### src/sv/rptc_pkg.sv
package rptc_pkg;

  // pulse store geometry
  localparam int STORE_DEPTH = 512;
  localparam int ADDR_W      = $clog2(STORE_DEPTH);
  localparam int CNT_W       = $clog2(STORE_DEPTH + 1);

  // configuration port
  localparam int CFG_IDX_W  = 3;
  localparam int CFG_DATA_W = 20;

  localparam logic [CFG_IDX_W-1:0] CFG_MIN_PULSE   = 3'd0;
  localparam logic [CFG_IDX_W-1:0] CFG_GAP_TIMEOUT = 3'd1;
  localparam logic [CFG_IDX_W-1:0] CFG_MIN_PACKET  = 3'd2;
  localparam logic [CFG_IDX_W-1:0] CFG_SAMPLE_DIV  = 3'd3;
  localparam logic [CFG_IDX_W-1:0] CFG_REPEAT_HOLD = 3'd4;

  localparam logic [15:0] RST_MIN_PULSE   = 16'd150;
  localparam logic [19:0] RST_GAP_TIMEOUT = 20'd7000;
  localparam logic [9:0]  RST_MIN_PACKET  = 10'd50;
  localparam logic [7:0]  RST_SAMPLE_DIV  = 8'd30;
  localparam logic [15:0] RST_REPEAT_HOLD = 16'd250;

  // item function codes
  localparam logic [1:0] FUNC_EDGE    = 2'd0;
  localparam logic [1:0] FUNC_RELEASE = 2'd1;
  localparam logic [1:0] FUNC_READ    = 2'd2;

  // result status codes
  localparam logic [3:0] ST_IGNORED  = 4'd0;
  localparam logic [3:0] ST_REPEAT   = 4'd1;
  localparam logic [3:0] ST_NOISE    = 4'd2;
  localparam logic [3:0] ST_STORED   = 4'd3;
  localparam logic [3:0] ST_OVERFLOW = 4'd4;
  localparam logic [3:0] ST_SYNC     = 4'd5;
  localparam logic [3:0] ST_PACKET   = 4'd6;
  localparam logic [3:0] ST_READ     = 4'd7;
  localparam logic [3:0] ST_RELEASED = 4'd8;

  // stored value offset and saturation
  localparam logic [31:0] UNIT_OFFSET = 32'd4;
  localparam logic [31:0] SAT_LIMIT   = 32'd65535 - UNIT_OFFSET;

  // serial divider
  localparam int DVD_W     = 32;
  localparam int DVR_W     = 8;
  localparam int DIV_CNT_W = $clog2(DVD_W + 1);

  typedef enum logic [2:0] {
    S_IDLE,
    S_PULSE,
    S_DECIDE,
    S_CHECK,
    S_DIV,
    S_WRITE,
    S_POST,
    S_FINISH
  } ctrl_state_t;

  // controller to datapath
  typedef struct packed {
    logic       latch;
    logic       calc_pulse;
    logic       take_edge;
    logic       clear_repeat;
    logic       clr_count;
    logic       set_count_one;
    logic       div_start;
    logic       wr_pulse;
    logic       wr_term;
    logic       release_blk;
    logic       mem_rd;
    logic       load_out;
    logic [3:0] code;
  } rptc_cmd_t;

  // datapath to controller
  typedef struct packed {
    logic [1:0] func;
    logic       busy;
    logic       rep_active;
    logic       rep_skip;
    logic       pulse_short;
    logic       pulse_gap;
    logic       can_store;
    logic       cnt_full;
    logic       cnt_pk;
    logic       div_busy;
  } rptc_stat_t;

endpackage

### src/sv/rptc_ctrl.sv
module rptc_ctrl (
  input  logic                  clk,
  input  logic                  rst_n,
  input  logic                  in_valid,
  output logic                  in_ready,
  output logic                  out_valid,
  input  logic                  out_ready,
  input  rptc_pkg::rptc_stat_t  st,
  output rptc_pkg::rptc_cmd_t   cmd
);

  rptc_pkg::ctrl_state_t state_r, state_nxt;
  logic [3:0]            code_r, code_nxt;
  logic                  stored_r, stored_nxt;
  logic                  out_valid_r, out_valid_nxt;
  logic                  slot_free;

  assign slot_free = !out_valid_r || out_ready;
  assign in_ready  = (state_r == rptc_pkg::S_IDLE);
  assign out_valid = out_valid_r;

  // next state
  always_comb begin
    state_nxt = state_r;
    case (state_r)
      rptc_pkg::S_IDLE: begin
        if (in_valid) state_nxt = rptc_pkg::S_PULSE;
      end
      rptc_pkg::S_PULSE: state_nxt = rptc_pkg::S_DECIDE;
      rptc_pkg::S_DECIDE: begin
        if (st.func == rptc_pkg::FUNC_EDGE && !st.busy &&
            !(st.rep_active && st.rep_skip)) begin
          state_nxt = rptc_pkg::S_CHECK;
        end else begin
          state_nxt = rptc_pkg::S_FINISH;
        end
      end
      rptc_pkg::S_CHECK: begin
        if (st.pulse_short)    state_nxt = rptc_pkg::S_FINISH;
        else if (st.can_store) state_nxt = rptc_pkg::S_DIV;
        else                   state_nxt = rptc_pkg::S_POST;
      end
      rptc_pkg::S_DIV: begin
        if (!st.div_busy) state_nxt = rptc_pkg::S_WRITE;
      end
      rptc_pkg::S_WRITE: state_nxt = rptc_pkg::S_POST;
      rptc_pkg::S_POST:  state_nxt = rptc_pkg::S_FINISH;
      rptc_pkg::S_FINISH: begin
        if (slot_free) state_nxt = rptc_pkg::S_IDLE;
      end
      default: state_nxt = rptc_pkg::S_IDLE;
    endcase
  end

  // commands and result code
  always_comb begin
    cmd        = '0;
    cmd.code   = code_r;
    code_nxt   = code_r;
    stored_nxt = stored_r;
    case (state_r)
      rptc_pkg::S_IDLE: begin
        cmd.latch = in_valid;
        if (in_valid) stored_nxt = 1'b0;
      end
      rptc_pkg::S_PULSE: cmd.calc_pulse = 1'b1;
      rptc_pkg::S_DECIDE: begin
        case (st.func)
          rptc_pkg::FUNC_EDGE: begin
            if (st.busy) begin
              code_nxt = rptc_pkg::ST_IGNORED;
            end else if (st.rep_active && st.rep_skip) begin
              cmd.take_edge = 1'b1;
              code_nxt      = rptc_pkg::ST_REPEAT;
            end else begin
              cmd.take_edge    = 1'b1;
              cmd.clear_repeat = st.rep_active;
            end
          end
          rptc_pkg::FUNC_RELEASE: begin
            cmd.release_blk = 1'b1;
            code_nxt        = rptc_pkg::ST_RELEASED;
          end
          rptc_pkg::FUNC_READ: begin
            cmd.mem_rd = 1'b1;
            code_nxt   = rptc_pkg::ST_READ;
          end
          default: code_nxt = rptc_pkg::ST_IGNORED;
        endcase
      end
      rptc_pkg::S_CHECK: begin
        if (st.pulse_short) begin
          cmd.clr_count = 1'b1;
          code_nxt      = rptc_pkg::ST_NOISE;
        end else if (st.can_store) begin
          cmd.div_start = 1'b1;
        end
      end
      rptc_pkg::S_DIV: ;
      rptc_pkg::S_WRITE: begin
        cmd.wr_pulse = 1'b1;
        stored_nxt   = 1'b1;
      end
      rptc_pkg::S_POST: begin
        if (st.cnt_full) begin
          cmd.clr_count = 1'b1;
          code_nxt      = rptc_pkg::ST_OVERFLOW;
        end else if (st.pulse_gap && st.cnt_pk) begin
          cmd.wr_term = 1'b1;
          code_nxt    = rptc_pkg::ST_PACKET;
        end else if (st.pulse_gap) begin
          cmd.set_count_one = 1'b1;
          code_nxt          = rptc_pkg::ST_SYNC;
        end else begin
          code_nxt = stored_r ? rptc_pkg::ST_STORED : rptc_pkg::ST_IGNORED;
        end
      end
      rptc_pkg::S_FINISH: cmd.load_out = slot_free;
      default: ;
    endcase
  end

  // output beat valid
  always_comb begin
    out_valid_nxt = out_valid_r;
    if (cmd.load_out)   out_valid_nxt = 1'b1;
    else if (out_ready) out_valid_nxt = 1'b0;
  end

  always_ff @(posedge clk) begin
    if (!rst_n) begin
      state_r     <= rptc_pkg::S_IDLE;
      out_valid_r <= 1'b0;
      code_r      <= rptc_pkg::ST_IGNORED;
      stored_r    <= 1'b0;
    end else begin
      state_r     <= state_nxt;
      out_valid_r <= out_valid_nxt;
      code_r      <= code_nxt;
      stored_r    <= stored_nxt;
    end
  end

  // an accepted beat closes the input until its work is done
  a_accept_closes: assert property (@(posedge clk) disable iff (!rst_n)
    (in_valid && in_ready) |=> !in_ready)
    else $error("input accepted while an item was in work");

  // a pulse is only written to a free store slot
  a_write_in_range: assert property (@(posedge clk) disable iff (!rst_n)
    cmd.wr_pulse |-> st.can_store)
    else $error("pulse write with count out of range");

  // the quotient is complete before it is stored
  a_div_done: assert property (@(posedge clk) disable iff (!rst_n)
    (state_r == rptc_pkg::S_WRITE) |-> !st.div_busy)
    else $error("store write while divider running");

  // closing a packet leaves the block busy
  a_packet_busy: assert property (@(posedge clk) disable iff (!rst_n)
    cmd.wr_term |=> st.busy)
    else $error("packet closed without busy");

  // a loaded result is offered on the next cycle
  a_load_shows: assert property (@(posedge clk) disable iff (!rst_n)
    cmd.load_out |=> out_valid)
    else $error("loaded result not offered");

endmodule

### config.mk
export PLATFORM = sky130hd
export DESIGN_NAME = rptc_ctrl
export DESIGN_NICKNAME = d
export VERILOG_FILES = /design/src/sv/rptc_pkg.sv /design/src/sv/rptc_ctrl.sv
export SDC_FILE = /design/constraint.sdc
export NUM_CORES = 1
export LEC_CHECK = 0
export BUFFER_PORTS_ARGS = -buffer_cell sky130_fd_sc_hd__buf_2
export CORE_MARGIN = 5
export CORE_UTILIZATION = 43
export DETAILED_ROUTE_END_ITERATION = 10
export GPL_TIMING_DRIVEN = 0
export HOLD_SLACK_MARGIN = 0.12
export PLACE_DENSITY = 0.76
export SKIP_LAST_GASP = 1
export SYNTH_ARGS = -nofsm -noshare
export SYNTH_HDL_FRONTEND = slang
export SYNTH_SLANG_ARGS = --single-unit
export TNS_END_PERCENT = 5
### constraint.sdc
create_clock -name clk -period 1.33 [get_ports clk]
set_input_delay 0.133 -clock clk [delete_from_list [all_inputs] [get_ports clk]]
set_output_delay 0.133 -clock clk [all_outputs]
set_load 0.05 [all_outputs]
# Yosys cells after proc, flatten, opt, wreduce, memory -nomap -nowiden
# Cells that the tools add are included.
[word_totals]
output_inout_bits = 18
reg_bits = 9
input_bits = 15
[op_classes]
eq_ne = 14
n_reduce_logical = 16
muxes = 44
[op_table]
columns = ["operator", "n"]
rows = [
  ["$pmux W3 S8", 1],
  ["$pmux W4 S3", 2],
  ["$mux W1", 22],
  ["$mux W4", 5],
  ["$mux W3", 5],
  ["$mux W2", 7],
  ["$eq A3 B3 Y1 const B", 4],
  ["$ne A2 B2 Y1 const B", 4],
  ["$eq A3 B2 Y1 const B", 2],
  ["$reduce_and A3 Y1", 2],
  ["$logic_and A1 B1 Y1", 4],
  ["$ne A4 B4 Y1 const B", 1],
  ["$pmux W1 S2", 2],
  ["$reduce_bool A2 Y1", 2],
  ["$eq A3 B1 Y1 const B", 1],
  ["$logic_not A1 Y1", 3],
  ["$logic_not A3 Y1", 1],
  ["$reduce_bool A3 Y1", 1],
  ["$eq A2 B1 Y1 const B", 1],
  ["$eq A2 B2 Y1 const B", 1],
  ["$logic_not A2 Y1", 1],
  ["$reduce_and A2 Y1", 1],
  ["$logic_or A1 B1 Y1", 1],
]

# Logic depth before layout (Yosys ltp)
[logic_depth]
word_depth = 5
depth_mapped = 6

# Worst setup path before layout
# Ideal clock, no wire load.
[synth_timing]
kind = "register to output"
start = "reg state_r[0]"
end = "out cmd[15] (netlist bit)"
n_path_buf = 1
t_arrival_ns = 2.113
path_stages_with_launch = 5
setup_slack_ns = -0.916
path_cell_list = "dfxtp_1 > clkbuf_2 > nor3_1 > nand2_1 > inv_1"
[synth_lines]
columns = ["item", "line", "rtl"]
rows = [
  ["start: declaration", "rptc_ctrl.sv:12", "rptc_pkg::ctrl_state_t state_r, state_nxt;"],
  ["start signal: assignment", "rptc_ctrl.sv:132", "state_r <= rptc_pkg::S_IDLE;"],
  ["start signal: assignment", "rptc_ctrl.sv:137", "state_r <= state_nxt;"],
  ["end: declaration", "rptc_ctrl.sv:9", "output rptc_pkg::rptc_cmd_t cmd"],
]

==> results.txt <==
----------------------------------------------------
[Worst setup path]
  Crit start category ... flip-flop
  Crit-path max cell delay ... about 0.35 ns
  List of cells traversed by the critical path ... nor2b_4 > buf_4 > buf_4 > nand2_1 > nor3_2 > buf_2
  Library cell appearing most often on the critical path ... buf_4
  CP Data Required Time ... ~1.2 ns
  Crit path capture type ... output pin
  Buffers plus inverters on the worst setup path ... 3
  Critical path fanouts, max ... 4
  Critical path class ... flip-flop to output pin
  CP max stage cell ... dfxtp_2
  Kind of cell adding the most delay to the critical path ... buffers and inverters
  Worst path arrival time ... 1.46 ns

[Clocking]
  Clock-pin slew of the registers on the worst-case setup and hold paths ... 0.07 ns
  CTS tree ... yes
  Clock tree sinks ... 9
  Clock buffer depth ... 2
  Number of buffers created by CTS ... 3
  Buffer cell driving the clock tree root ... clkbuf_4
  Max H-tree Level ... 1
  Source-to-sink clock delay at the later pin of the worst-skew pair ... about 0.27 ns

[Timing]
  Setup repair after global routing missed its margin ... yes
  Min Hold Slack ... about 0.23 ns
  Part of the cycle the worst path needs ... 120%
  Number of setup violations in the final report ... 17
  Hold violation count in the final report ... 0
  Final count of pins violating max slew ... 0
  Final critical-path required period ... ~1.6 ns
  Relative slew margins ... 75.6%
  Slew @ Worst Pin ... around 0.37 ns
  Slack of the critical path ... -0.260 ns
  Setup clock skew after layout ... around 0.0025 ns
  FMAX ... approximately 630 MHz

[Global route]
  Number of antenna violations at the first check in global routing ... 0
  Remaining global-route overflow ... 0
  Global-route wire length before repair ... a little over 3000 um
  Number of global-route vias before repair ... ~700
  GRT Util Overall ... roughly 16%
  Largest net degree at the start of global routing ... 11

[Yosys]
  Post-synthesis instance area ... 648 um2
  Number of warnings issued by yosys ... 0
  Cell taking the most area after synthesis ... dfxtp_1
  Number of synthesized flops with an enable pin ... 0
  Mapped Cells ... 81
  Synth Area per Inst ... 8.00 um2
  Proportion of synthesized flip-flops having asynchronous set or reset ... 0%
  Cell types with the largest area share after synthesis ... dfxtp_1 28%, o221a_2 6.9%, nor2_1 5.2%
  Sequential area share after synthesis ... about 28%
  Main flop type after synthesis ... dfxtp_1
  Post-Synthesis Net Count ... between 90 and 100
  Unique cell type count in the Yosys netlist ... 33
  Cell types with the highest counts after synthesis ... 9 x dfxtp_1, 9 x nor2_1, 7 x nand2_1
  Number of register bits inferred by synthesis ... 9
  Fraction of synthesized cell area taken by the top area cell type ... between 20% and 30%

[Pwr]
  Final Total Pwr ... 0.00106 W
  Total leakage power ... between 0.4 and 0.5 nW
  Pwr Density ... 1060 mW/mm2
  Maximum resistive drop on vdd ... slightly below 600 uV

[Place]
  Number of buffers inserted by port buffering ... 31
  HPWL after detailed placement ... around 1400 um
  Inst Count DP ... between 100 and 150
  Placed Instance Area ... around 880 um2
  Last weighted congestion value of the routability-driven placer ... roughly 0.78

[Cells and area]
  Fraction of layout instances using a drive strength above 1 ... 56.1%
  Antenna fix cells ... 0
  Layout-stage area growth over the synthesis result ... 53.1%
  Total number of nets in the final design ... approximately 140
  Non-filler cells in the finished layout ... around 140
  Final instance area ... around 990 um2

[Detailed routing]
  Total wire length ... around 2000 um
  Vias/cell ... about 5.5
  1st-iter DRT viols ... 11
  DR pass1 iterations ... 4
  Final ANT Viol Nets ... 0
  Post-detailed-route wirelength per cell ... ~14 um
  Total via count in the routed design ... about 760
  DRC ... 0

[Floorplanning]
  Die W ... between 40 and 50 um
  Core outline area ... roughly 0.0015 mm2
  Starting density of the core ... between 40% and 50%
  Die Area ... 0.00238 mm2
  Die outline height ... 48.8 um
  Number of cell rows ... 14
  Top Ports ... 33

[Min path]
  Class of the tightest hold or removal check ... primary input to flip-flop

[Outcome]
  Status ... finished with violations
  Violations in the final reports ... negative setup slack

[Run]
  Max-cap violation count ... 0

----------------------------------------------------
metrics by stage:
stage | setup slack (ns) | TNS [ns] | utilization [%]
after floorplan | -0.117 | -0.617 | -
after global placement | -0.123 | -0.381 | 59.9
after detailed placement | -0.147 | -0.523 | 59.9
after CTS | -0.292 | -3.06 | 66.8
after global routing | -0.319 | -3.05 | 67.4
final | -0.260 | -2.25 | 67.4
final timing paths:
| check | from | to | slack (ns) | cells after the start |
|---|---|---|---|---|
| worst max-delay path | state_r[1] | cmd[5] | -0.26 | 6 |
| worst min register to register | code_r[2] | code_r[2] | 0.54 | 1 |
| worst max register to register | state_r[2] | code_r[3] | -0.08 | 5 |
| worst min-delay path | st[3] | state_r[1] | 0.23 | 4 |
layout make-up:
cell class	count	area, um2
buffer	5	31.3
inverter	3	15.0
multi-input combinational	61	452
tap	16	20.0
timing repair buffer	41	259
clock buffer	4	26.3
fill	128	479
sequential	9	189
flip-flops by register name (all words and copies together), names as in the netlist:
| register | flops |
|---|---|
| stored_r | 1 |
| out_valid | 1 |
| state_r | 3 |
| code_r | 4 |
report_power, final:
group / leakage (nW) / internal, W / switching, W / total [W]
registers: 0.0752 / 0.000301 / 0.0000299 / 0.000331
clock network: 0.0150 / 0.000116 / 0.000106 / 0.000222
logic: 0.384 / 0.000191 / 0.000312 / 0.000503
layer usage:
| layer | up-vias | track usage (%) | wire [um] | share of wire (%) |
|---|---|---|---|---|
| li1 | 372 | - | - | - |
| met1 | 359 | 18.7 | 874 | 45 |
| met2 | 25 | 26.5 | 946 | 48 |
| met3 | 5 | 2.75 | 103 | 5.3 |
| met4 | 0 | 8.07 | 35 | 1.8 |
| met5 | - | 0 | 0 | 0 |
worst min-delay path: cells and delay by family:
family                 cells  cell delay [ns]
AND/OR/NAND/NOR            2             0.17
buffers and inverters      1             0.10
AO/OA/AOI/OAI              1             0.07
cell usage in the layout (no fill, tap or decap), types with 3 or more instances in the layout:
master / netlist / routed
nand2_1: 7 / 6
a21oi_1: 6 / 5
o221a_2: 4 / 4
buf_2: 2 / 25
nand3_1: 3 / 3
nor2_1: 9 / 7
nor2b_1: 4 / 4
o21ai_0: 3 / 3
and3_1: 3 / 3
clkbuf_4: 0 / 4
dfxtp_1: 9 / 6
buf_4: 3 / 17
repair_timing:
action,4_1_cts,5_1_grt
cloned,0,0
setup endpoints to repair,15,17
setup buffers,7,3
hold buffers,0,0
resized for setup,11,4
pin swaps,4,3
cell families (layout without fill, tap and decap cells):
kind of cell	Yosys count	in the layout	share of synthesized area [%]
compound gates	20	20	23.7
xor+xnor	1	1	1.35
buf+inv	11	53	9.84
flops	9	9	27.8
mux	2	2	3.09
simple gates	38	38	34.2
No activity file was read; power rests on OpenSTA's default activity.
